<file path="src/sv/assert_macros.svh">
// Assertion macros shared by the allocator modules.
// Each macro expects signals named clock and reset in the module that uses it.
`ifndef ASSERT_MACROS_SVH
`define ASSERT_MACROS_SVH

// The consequent must hold in the same cycle as the antecedent.
`define SCSA_ASSERT(label, ante, cons) \
   label: assert property (@(posedge clock) disable iff (reset) (ante) |-> (cons)) \
      else $error("allocator assertion failed");

// The consequent must hold in the cycle after the antecedent.
`define SCSA_ASSERT_NEXT(label, ante, cons) \
   label: assert property (@(posedge clock) disable iff (reset) (ante) |=> (cons)) \
      else $error("allocator assertion failed");

`endif

</file>
<file path="src/sv/scsa_pkg.sv">
package scsa_pkg;

   localparam int PAGE_BYTES   = 4096;
   localparam int MAX_PAGES    = 64;
   localparam int HEADER_BYTES = 16;
   localparam int DATA_BYTES   = PAGE_BYTES - HEADER_BYTES;

   localparam int ADDR_W      = 18;
   localparam int SIZE_W      = 7;
   localparam int PAGE_W      = 7;
   localparam int PAGE_IDX_W  = 6;
   localparam int OFF_W       = 12;
   localparam int GRAN_W      = 9;
   localparam int CLASS_W     = 2;
   localparam int SLOT_W      = 7;
   localparam int NUM_CLASSES = 4;
   localparam int LINK_ADDR_W = PAGE_IDX_W + GRAN_W;
   localparam int LINK_DEPTH  = 1 << LINK_ADDR_W;

   localparam logic [PAGE_W-1:0] NO_PAGE = PAGE_W'(MAX_PAGES);

   localparam logic REQ_ALLOC = 1'b0;
   localparam logic REQ_FREE  = 1'b1;

   localparam logic [1:0] STATUS_ALLOCATED = 2'd0;
   localparam logic [1:0] STATUS_NO_PAGE   = 2'd1;
   localparam logic [1:0] STATUS_FREED     = 2'd2;

   typedef struct packed {
      logic              req_type;
      logic [SIZE_W-1:0] alloc_size;
      logic [ADDR_W-1:0] free_address;
   } alloc_req_type;

   typedef struct packed {
      logic [1:0]        status;
      logic [ADDR_W-1:0] slot_address;
   } alloc_rsp_type;

   typedef struct packed {
      logic [OFF_W-1:0]   first_free;
      logic [CLASS_W-1:0] size_class;
      logic [PAGE_W-1:0]  next_page;
   } page_rec_type;

   typedef enum logic [2:0] {
      ST_IDLE,
      ST_DECIDE,
      ST_OPEN,
      ST_RECORD,
      ST_LINK
   } ctrl_state_type;

   typedef struct packed {
      logic       load;
      logic       decide;
      logic       open_init;
      logic       open_step;
      logic       alloc_commit;
      logic       free_commit;
      logic       respond;
      logic [1:0] code;
   } dp_cmd_type;

   typedef struct packed {
      logic is_alloc;
      logic need_open;
      logic pages_full;
      logic free_drop;
      logic rec_full;
      logic free_slack;
      logic open_last;
   } dp_stat_type;

   function automatic logic [CLASS_W-1:0] class_for(input logic [SIZE_W-1:0] size);
      logic [CLASS_W-1:0] cls;
      if (size <= SIZE_W'(8)) begin
         cls = CLASS_W'(0);
      end else if (size <= SIZE_W'(16)) begin
         cls = CLASS_W'(1);
      end else if (size <= SIZE_W'(32)) begin
         cls = CLASS_W'(2);
      end else begin
         cls = CLASS_W'(3);
      end
      return cls;
   endfunction

   function automatic logic [SLOT_W-1:0] slot_bytes(input logic [CLASS_W-1:0] cls);
      return SLOT_W'(8) << cls;
   endfunction

   // True when a slot at this offset would run past the data area.
   function automatic logic past_end(input logic [OFF_W-1:0] off,
                                     input logic [SLOT_W-1:0] sz);
      return ((OFF_W + 1)'(off) + (OFF_W + 1)'(sz)) > (OFF_W + 1)'(DATA_BYTES);
   endfunction

endpackage

</file>
<file path="src/sv/scsa_ctrl.sv">
`include "assert_macros.svh"

module scsa_ctrl import scsa_pkg::*; (
   input  logic        clock,
   input  logic        reset,
   input  logic        start,
   output logic        busy,
   input  dp_stat_type stat,
   output dp_cmd_type  cmd
);

   ctrl_state_type state_ff;
   ctrl_state_type state_in;

   always_ff @(posedge clock) begin
      if (reset) begin
         state_ff <= ST_IDLE;
      end else begin
         state_ff <= state_in;
      end
   end

   always_comb begin
      state_in = state_ff;
      unique case (state_ff)
         ST_IDLE: begin
            if (start) begin
               state_in = ST_DECIDE;
            end
         end
         ST_DECIDE: begin
            if (stat.is_alloc) begin
               if (!stat.need_open) begin
                  state_in = ST_RECORD;
               end else if (stat.pages_full) begin
                  state_in = ST_IDLE;
               end else begin
                  state_in = ST_OPEN;
               end
            end else if (stat.free_drop) begin
               state_in = ST_IDLE;
            end else begin
               state_in = ST_RECORD;
            end
         end
         ST_OPEN: begin
            if (stat.open_last) begin
               state_in = ST_RECORD;
            end
         end
         ST_RECORD: begin
            if (stat.is_alloc && !stat.rec_full) begin
               state_in = ST_LINK;
            end else begin
               state_in = ST_IDLE;
            end
         end
         ST_LINK: begin
            state_in = ST_IDLE;
         end
         default: begin
            state_in = ST_IDLE;
         end
      endcase
   end

   always_comb begin
      cmd = '0;
      unique case (state_ff)
         ST_IDLE: begin
            cmd.load = start;
         end
         ST_DECIDE: begin
            cmd.decide = 1'b1;
            if (stat.is_alloc) begin
               if (stat.need_open && stat.pages_full) begin
                  cmd.respond = 1'b1;
                  cmd.code    = STATUS_NO_PAGE;
               end else if (stat.need_open) begin
                  cmd.open_init = 1'b1;
               end
            end else if (stat.free_drop) begin
               cmd.respond = 1'b1;
               cmd.code    = STATUS_FREED;
            end
         end
         ST_OPEN: begin
            cmd.open_step = 1'b1;
         end
         ST_RECORD: begin
            if (stat.is_alloc) begin
               if (stat.rec_full) begin
                  cmd.respond = 1'b1;
                  cmd.code    = STATUS_NO_PAGE;
               end
            end else begin
               cmd.respond     = 1'b1;
               cmd.code        = STATUS_FREED;
               cmd.free_commit = !stat.free_slack;
            end
         end
         ST_LINK: begin
            cmd.alloc_commit = 1'b1;
            cmd.respond      = 1'b1;
            cmd.code         = STATUS_ALLOCATED;
         end
         default: begin
         end
      endcase
   end

   assign busy = (state_ff != ST_IDLE);

   `SCSA_ASSERT_NEXT(a_accept_to_decide, start && !busy, state_ff == ST_DECIDE)
   `SCSA_ASSERT(a_commit_answers, cmd.alloc_commit || cmd.free_commit, cmd.respond)

endmodule

</file>
<file path="config.mk">
export PLATFORM = sky130hd
export DESIGN_NAME = scsa_ctrl
export DESIGN_NICKNAME = d
export VERILOG_FILES = /design/src/sv/scsa_pkg.sv /design/src/sv/scsa_ctrl.sv
export VERILOG_INCLUDE_DIRS = /design/src /design/src/sv
export SDC_FILE = /design/constraint.sdc
export NUM_CORES = 1
export LEC_CHECK = 0
export ABC_AREA = 1
export BUFFER_PORTS_ARGS = -buffer_cell sky130_fd_sc_hd__buf_2
export CAP_MARGIN = 10
export CORE_AREA = 5 5 42 44
export CTS_BUF_LIST = sky130_fd_sc_hd__clkbuf_4 sky130_fd_sc_hd__clkbuf_8 sky130_fd_sc_hd__clkbuf_16
export CTS_CLUSTER_SIZE = 28
export DETAILED_ROUTE_END_ITERATION = 10
export DIE_AREA = 0 0 47 49
export SETUP_SLACK_MARGIN = 0.3
export SYNTH_ARGS = -nofsm -noshare
export SYNTH_HDL_FRONTEND = slang
export SYNTH_SLANG_ARGS = --single-unit
</file>
<file path="constraint.sdc">
create_clock -name clock -period 1.4 [get_ports clock]
set_clock_uncertainty 0.1 [all_clocks]
set_input_delay 0 -clock clock [delete_from_list [all_inputs] [get_ports clock]]
set_output_delay 0 -clock clock [all_outputs]
set_load 0.02 [all_outputs]
</file>
==> results of run 1 <==
## what timing repair did
| item | in CTS | in global routing |
|---|---|---|
| setup endpoints to repair | 11 | 12 |
| gates resized for setup | 19 | 10 |
| hold endpoints to repair | 3 | 0 |
| buffers inserted | 4 | 2 |
| pin swaps | 3 | 4 |
| hold buffers | 4 | 0 |
## cells in the mapped netlist
| cell | number |
|---|---|
| inv_1 | 9 |
| nand2_1 | 7 |
| nor2_1 | 6 |
| nand3_1 | 4 |
| dfxtp_1 | 3 |
| inv_2 | 2 |
| nor2_2 | 2 |
| nor4_1 | 2 |
| o21ai_1 | 2 |
| a211oi_1 | 1 |
| a21oi_1 | 1 |
| nand2_2 | 1 |
| nand4_1 | 1 |
| nor2_4 | 1 |
| nor3_1 | 1 |
| nor3_2 | 1 |
| o211ai_1 | 1 |
## worst max-delay path, delay by kind of cell, from the launching register on
kind / cells / cell delay, ps
AOI/OAI and AO/OA: 2 / 160
buffers and inverters: 2 / 240
DFF: 1 / 350
and+or+nand+nor: 2 / 170
## through the flow
step                      cell area [µm²]  power [W]  worst slack (ps)  hold slack, ps
after global routing                603.1  0.0005414             86.18           111.6
after detailed placement            396.6  0.0002524             251.7           92.73
final                               603.1  0.0005009             153.2           91.11
after floorplan                     281.5  0.0002023             232.2          -49.01
after global placement              396.6  0.0002496             263.2           92.45
after CTS                           551.8  0.0004721             127.4           76.33
## cell type report
| type | count | area [µm²] |
|---|---|---|
| clock buffers | 4 | 30.03 |
| fillers | 147 | 798.3 |
| inverters | 11 | 48.80 |
| multi-input cells | 31 | 211.5 |
| flip-flops and latches | 3 | 71.32 |
| well taps | 16 | 20.02 |
| repair buffers | 29 | 221.5 |
## kinds of logic after synthesis
family / after synthesis / synth area share
and+or+nand+nor: 26 / 0.5024
buffers and inverters: 11 / 0.1564
AOI/OAI and AO/OA: 5 / 0.1137
DFF: 3 / 0.2275
## per-layer routing
| layer | up-vias | wire, µm | GRT usage |
|---|---|---|---|
| met1 | 172 | 373 | 0.1011 |
| met3 | 0 | 79 | 0.03321 |
| met2 | 11 | 533 | 0.1538 |
| li1 | 208 | - | - |
| met5 | - | 0 | 0 |
| met4 | 0 | 0 | 0.05530 |
## power breakdown
part	leakage, nW	switching, W	total [W]	internal (W)
sequential	0.0267	0.0000170	0.000110	0.0000931
clock	0.0184	0.0000469	0.000173	0.000126
combinational	0.264	0.000109	0.000218	0.000109
total	0.309	0.000173	0.000501	0.000328
## how the worst max path moves through the flow
stage,start,endpoint,cells past startpoint
final,state_ff[2],cmd[2],6
after global routing,state_ff[2],cmd[2],6
after CTS,state_ff[2],cmd[2],6
after detailed placement,state_ff[1],cmd[2],3
after global placement,state_ff[0],cmd[2],5
after floorplan,state_ff[0],cmd[1],2
==> results.toml, run 1 <==
[run_status]
status = "completed"

[place]
gp_congestion = 0.7294
placed_cells = 80
hpwl_um = 716.3
portBuffers = 19

[setup_path]
crit_fanout = 4
ff2ff_setup_slack_ps = 210
critPathKind = "reg -> out"
required_ps = 1300
r2r-start = "state_ff[2]"
critPathArrivalTime_ps = 1150
start_kind = "flop"
rr_endpoint = "state_ff[0]"
cp_slowest_cell = "dfxtp_4"
slowest_delay_ps = 350
rr_worst_depth = 9
end_kind = "primary output"
worstPathCellList = "inv_6 > nand2_4 > nor2_4 > o21ai_1 > o211ai_1 > buf_4"

[sta]
setup_viol = 0
rsz0062_at_grt = "true"
finalCritPeriodShare = 0.8906
min_period_ps = 1247
hold_viol = 0
fmax_mhz = 802.0
slew_headroom = 0.8520
tightestPinTransition_ps = 220.0
final_max_slew_viol_count = 0
setup-tns-final_ps = 0

[layout]
syn2layout_area_growth_pct = 128.4
n_antenna_cell = 0
regMostFlops = "state_ff"
drive_gt1_frac = 0.5769
final_cell_mix = "10 x buf_2, 10 x buf_4, 9 x inv_1, 7 x nand2_1, 6 x nor2_1"
top_regs = "state_ff: 3 flops"
final_util = 0.4304
largest_reg_flops = 3
nets = 89
fin_cells = 94

[clocking]
cts-htree-levels = 1
cts_tree = "done"
clk_path_buf_depth = 2
cts.sink_count = 3
cts_buffers = 3
insertion_delay_ps = 230
clkSlewWorstSetupHoldPaths_ps = 40
root_buffer = "clkbuf_4"

[route]
drtPass1Iterations = 4
wirelength_um = 986
via_per_inst = 4.160
vias = 391
wl_per_cell_um = 10.49
drt_iter0_drc = 2
drc = 0
ant_nets = 0

[global_routing]
grt_use_total = 0.09507
grt_first_pass_wirelength_um = 1566
grt_max_degree = 7
grt_pass1_vias = 354
antenna_found_initial = 0
grt_overflow = 0

[die]
core_um2 = 1401
dieArea_um2 = 2303
die_w_um = 47
die_y_um = 49
pin_count = 20
initial_core_util = 0.1884
rows = 14

[logic_synthesis]
synth_warnings = 0
syn-num-nets = 55
synth_seq_cells = 3
synth_area_leaders = "dfxtp_1 23%, inv_1 13%, nand2_1 10%"
ys_seq_area_frac = 0.2275
synth_cells = 45
syn-mean-instance-area_um2 = 5.867
synth_cell_types = 17
synth_top_area_frac = 0.2275
syn_area_um2 = 264.0
yosysTopAreaCell = "dfxtp_1"

[min_path]
hp-class = "in -> reg"
min_from = "start"
min_path_cells = 5
holdPathEnd = "state_ff[0]"

[power]
leakage_nw = 0.3092
max-vdd-ir-drop_mv = 0.2948
cellPowerDensity_nw_per_um2 = 830.5

[run]
drv_cap = 0
Note: power is estimated with default switching activity, not from simulation.
==> inputs of run 2 (changes only) <==
--- a/config.mk
+++ b/config.mk
@@ -9,11 +9,11 @@
 export ABC_AREA = 1
 export BUFFER_PORTS_ARGS = -buffer_cell sky130_fd_sc_hd__buf_2
 export CAP_MARGIN = 10
-export CORE_AREA = 5 5 42 44
+export CORE_AREA = 2 2 39 41
 export CTS_BUF_LIST = sky130_fd_sc_hd__clkbuf_4 sky130_fd_sc_hd__clkbuf_8 sky130_fd_sc_hd__clkbuf_16
 export CTS_CLUSTER_SIZE = 28
 export DETAILED_ROUTE_END_ITERATION = 10
-export DIE_AREA = 0 0 47 49
+export DIE_AREA = 0 0 41 43
 export SETUP_SLACK_MARGIN = 0.3
 export SYNTH_ARGS = -nofsm -noshare
 export SYNTH_HDL_FRONTEND = slang
==> run 2 against run 1 <==
- total power down 1.7%
- combinational power down 5%
- largest power group unchanged
- highest routed layer unchanged
- largest cell class unchanged
- critical path type unchanged
- global-route usage up 2.8 points
- critical endpoint unchanged
- clock power barely moved
- cell area is 3.1% lower
- via count rose by 3.3%
==> results.toml, run 2 (same netlist as run 1, synthesis figures left out) <==
[place]
portBuffers = 19
hpwl_um = 638
gp_congestion = 0.6821

[min_path]
min_path_cells = 5
hp-class = "in -> reg"

[die]
die_w_um = 41
initial_core_util = 0.1908
pin_count = 20
dieArea_um2 = 1763
rows = 14
die_y_um = 43
core_um2 = 1384

[route]
wl_met1_um = 361
vias = 404
wirelength_um = 937
ant_nets = 0
via_per_inst = 4.344
met3_wirelength_um = 45
drtPass1Iterations = 4
topRoutingLayerUsed = "met3"
drc = 0
drt_iter0_drc = 2
wl_met2_um = 530
wl_per_cell_um = 10.08

[layout]
final_util = 0.4222
regMostFlops = "state_ff"
largest_reg_flops = 3
final_cell_mix = "10 x buf_2, 10 x buf_4, 9 x inv_1, 7 x nand2_1, 5 x nor2_1"
nets = 88
top_regs = "state_ff: 3 flops"
n_antenna_cell = 0
syn2layout_area_growth_pct = 121.3
drive_gt1_frac = 0.5844

[clocking]
insertion_delay_ps = 230
cts-htree-levels = 1
clk_path_buf_depth = 2
cts.sink_count = 3
root_buffer = "clkbuf_4"
cts_buffers = 3
clkSlewWorstSetupHoldPaths_ps = 40
cts_tree = "done"

[sta]
min_period_ps = 1222
setup-tns-final_ps = 0
fmax_mhz = 818.3
final_max_slew_viol_count = 0
setup_viol = 0
tightestPinTransition_ps = 211.2
slew_headroom = 0.8579
rsz0062_at_grt = "true"
hold_viol = 0
finalCritPeriodShare = 0.8729

[setup_path]
critPathKind = "reg -> out"
rr_worst_depth = 9
crit_fanout = 3
critPathArrivalTime_ps = 1120
required_ps = 1300
start_kind = "flop"
end_kind = "primary output"

[global_routing]
grt_first_pass_wirelength_um = 1462
grt_overflow = 0
grt_pass1_vias = 390
grt_max_degree = 7
grt_use_total = 0.1232
antenna_found_initial = 0

[power]
max-vdd-ir-drop_mv = 0.2991
cellPowerDensity_nw_per_um2 = 842.3
leakage_nw = 0.3003

[run]
drv_cap = 0

[run_status]
status = "completed"
==> run 2: changes by cell type in the layout (fill, tap and decap cells not counted), sizes merged <==
cell / before / now
buf: 25 / 24
==> run 2: final timing paths <==
check,startpoint,endpoint,slack [ps]
hold / removal,start,state_ff[0],90
setup / recovery,state_ff[2],cmd[2],180
setup reg to reg,state_ff[2],state_ff[0],210
hold reg to reg,state_ff[1],state_ff[2],480
==> run 2: final cells by class <==
class / instances / area, µm²
Fill cell: 151 / 799.5
Multi-Input combinational cell: 31 / 206.4
Sequential cell: 3 / 71.32
Clock buffer: 4 / 30.03
Inverter: 11 / 46.29
Timing Repair Buffer: 28 / 210.2
Tap cell: 16 / 20.02
==> run 2: routing by layer <==
layer | up-vias | global-route usage
met4 | 0 | 0.08000
met5 | - | 0
met1 | 184 | 0.1278
met3 | 0 | 0.03141
li1 | 209 | -
met2 | 11 | 0.2031
==> run 2: power breakdown <==
part / total (W) / internal, W / switching, W
Combinational: 0.000207 / 0.000101 / 0.000106
Sequential: 0.000111 / 0.0000931 / 0.0000183
Clock: 0.000174 / 0.000126 / 0.0000476
==> run 2: what timing repair did <==
action / in CTS / in global routing
setup buffers: 4 / 1
pin swaps: 3 / 4
hold buffers: 4 / 0
setup endpoints to repair: 11 / 12
hold endpoints to repair: 3 / 0
gates resized for setup: 19 / 8
==> run 2: critical path, stage by stage, from the launching register on <==
cell,delay [ps]
dfxtp_4,340
inv_4,70
nand2_4,60
nor2_4,90
o21ai_1,70
o211ai_1,90
buf_4,170
==> run 2: per-stage QoR <==
stage	setup WS [ps]	instance area (µm²)	hold WS (ps)	power (W)	instances
3_3_place_gp	262.9	396.6	98.68	0.0002489	80
3_5_place_dp	254.2	396.6	100.8	0.0002510	80
6_report	178.0	584.3	90.35	0.0004922	93
5_1_grt	108.2	584.3	154.4	0.0005277	93
4_1_cts	132.5	551.8	71.60	0.0004743	92
2_1_floorplan	232.2	281.5	-49.01	0.0002023	45
==> inputs of run 3 (changes only) <==
--- a/config.mk
+++ b/config.mk
@@ -6,7 +6,6 @@
 export SDC_FILE = /design/constraint.sdc
 export NUM_CORES = 1
 export LEC_CHECK = 0
-export ABC_AREA = 1
 export BUFFER_PORTS_ARGS = -buffer_cell sky130_fd_sc_hd__buf_2
 export CAP_MARGIN = 10
 export CORE_AREA = 2 2 39 41
==> run 3 against run 2 <==
- total power is 0.11% lower
- utilization is 4.3 points higher
- die area stayed put
- flip-flop and latch count stayed put
- global-route usage is 1.9 points higher
- clock power hardly changed
- sequential share of layout area is 1.1 points lower
- critical path depth is 3 lower
- area after synthesis is 1.4% higher
- largest cell class is now multi-input combinational cells
==> results.toml, run 3 <==
[die]
rows = 14
pin_count = 20
dieArea_um2 = 1763
initial_core_util = 0.1935
core_um2 = 1384
die_w_um = 41
die_y_um = 43

[place]
hpwl_um = 610.6
placed_cell_area_um2 = 439.2
gp_congestion = 0.7573
portBuffers = 19

[clocking]
cts_tree = "done"
clkSlewWorstSetupHoldPaths_ps = 40
cts.sink_count = 3
cts-htree-levels = 1
clk_path_buf_depth = 2
insertion_delay_ps = 240
cts_buffers = 3
root_buffer = "clkbuf_4"

[layout]
n_antenna_cell = 0
num-fill-cells = 146
top_regs = "state_ff: 3 flops"
multiInputGateArea_um2 = 266.5
final_cell_mix = "10 x buf_6, 10 x buf_4, 9 x buf_2, 4 x clkbuf_4"
seq_area_um2 = 71.32
final_area_um2 = 644.4
nets = 78
drive_gt1_frac = 0.7313
largest_reg_flops = 3
syn2layout_area_growth_pct = 140.7
regMostFlops = "state_ff"

[logic_synthesis]
synth_common_cells = "3 x dfxtp_1, 3 x nand2b_1, 3 x nor2_1, 3 x nor3_1, 3 x nor3b_1"
synth_seq_cells = 3
ys_seq_area_frac = 0.2243
synth_cell_types = 23
syn-num-nets = 44
yosysTopAreaCell = "dfxtp_1"
synth_top_area_frac = 0.2243
syn_area_um2 = 267.8
ys.flop_type = "dfxtp_1"
synth_area_leaders = "dfxtp_1 22%, nor3b_1 8.4%, nand2b_1 7.0%"
synth_warnings = 0
synth_cells = 34
synth_edf_count = 0
syn-mean-instance-area_um2 = 7.875
async_reset_ff_frac = 0

[global_routing]
grt_use_total = 0.1424
grt_pass1_vias = 351
grt_first_pass_wirelength_um = 1628
antenna_found_initial = 0
grt_overflow = 0
grt_max_degree = 11

[sta]
setup-tns-final_ps = 0
min_period_ps = 1336
fmax_mhz = 748.6
setup_viol = 0
rsz0062_at_grt = "true"
finalCritPeriodShare = 0.9542
hold_viol = 0
tightestPinTransition_ps = 207.5
slew_headroom = 0.8615
final_max_slew_viol_count = 0
whs_ps = 44.84

[route]
vias = 378
wirelength_um = 980
ant_nets = 0
drc = 0
drt_iter0_drc = 11
drtPass1Iterations = 3
wl_per_cell_um = 11.81
via_per_inst = 4.554

[setup_path]
rr_endpoint = "state_ff[0]"
critPathKind = "reg -> out"
start_kind = "flop"
critPathArrivalTime_ps = 1240
rr_worst_depth = 4
crit_fanout = 7
ff2ff_setup_slack_ps = 190
end_kind = "primary output"
required_ps = 1300
r2r-start = "state_ff[0]"

[min_path]
holdPathEnd = "state_ff[1]"
hp-class = "in -> reg"
min_path_cells = 4
min_from = "stat[3]"

[run]
drv_cap = 0

[power]
max-vdd-ir-drop_mv = 0.7065
leakage_nw = 0.2805
cellPowerDensity_nw_per_um2 = 762.9

[run_status]
status = "completed"
## run 3: changes by cell type after synthesis, sizes merged, moves of 2 or more
| cell | delta |
|---|---|
| inv | -10 |
| nand2 | -8 |
| nor2 | -6 |
| nor3b | +4 |
| nand2b | +3 |
| nand3 | -3 |
| nor3 | +2 |
| nor4 | -2 |
## run 3: area by class of cell
cell class / instances / share of cell area
inverters: 1 / 0.005825
clock buffers: 4 / 0.04660
flip-flops and latches: 3 / 0.1107
well taps: 16 / 0.03107
repair buffers: 31 / 0.3922
multi-input cells: 28 / 0.4136
## run 3: timing repair
action	CTS	global route
gates resized for setup	17	8
endpoints found under the setup margin	11	12
setup buffers	8	2
hold buffers	2	0
pin swaps	6	3
hold endpoints to repair	3	0
## run 3: power by group
part / switching [W] / internal (W) / total [W]
Clock: 0.0000505 / 0.000126 / 0.000177
Sequential: 0.0000124 / 0.0000903 / 0.000103
Combinational: 0.0000939 / 0.000118 / 0.000212
Total: 0.000157 / 0.000335 / 0.000492
## run 3: worst max-delay path, stage by stage, from the launching register on
cell	delay, ps
dfxtp_4	370
nor3b_4	250
and4b_2	260
buf_6	110
## run 3: how the worst max path moves through the flow
stage	startpoint	depth (start not counted)	slack, ps	endpoint
after floorplan	state_ff[0]	2	230	cmd[6]
after global placement	state_ff[2]	4	200	cmd[2]
after detailed placement	state_ff[2]	4	220	cmd[2]
after CTS	state_ff[2]	4	70	cmd[2]
after global routing	state_ff[1]	3	20	cmd[6]
final	state_ff[1]	3	60	cmd[6]
## run 3: routing by layer
metal / routed length, µm / GRT usage / vias up
li1: - / - / 191
met1: 406 / 0.1795 / 167
met2: 486 / 0.2031 / 18
met3: 78 / 0.07853 / 2
met4: 8 / 0.04000 / 0
met5: 0 / 0 / -
## run 3: logic make-up (layout without fill, tap and decap cells)
logic type	Yosys count	in the layout	share of synthesized area
simple gates	20	20	0.5000
compound gates	7	7	0.1869
buf+inv	3	36	0.05135
flops	3	3	0.2243
mux	1	1	0.03738
## run 3: stage by stage
step                      std cells  setup WS (ps)  total power (W)  utilization
final                            83          64.17        0.0004916       0.4656
after global routing             83          20.33        0.0005319       0.4656
after CTS                        81          67.98        0.0004777       0.4331
after detailed placement         67          216.8        0.0002468       0.3174
after global placement           67          198.8        0.0002461       0.3174
after floorplan                  34          230.0        0.0002085            -
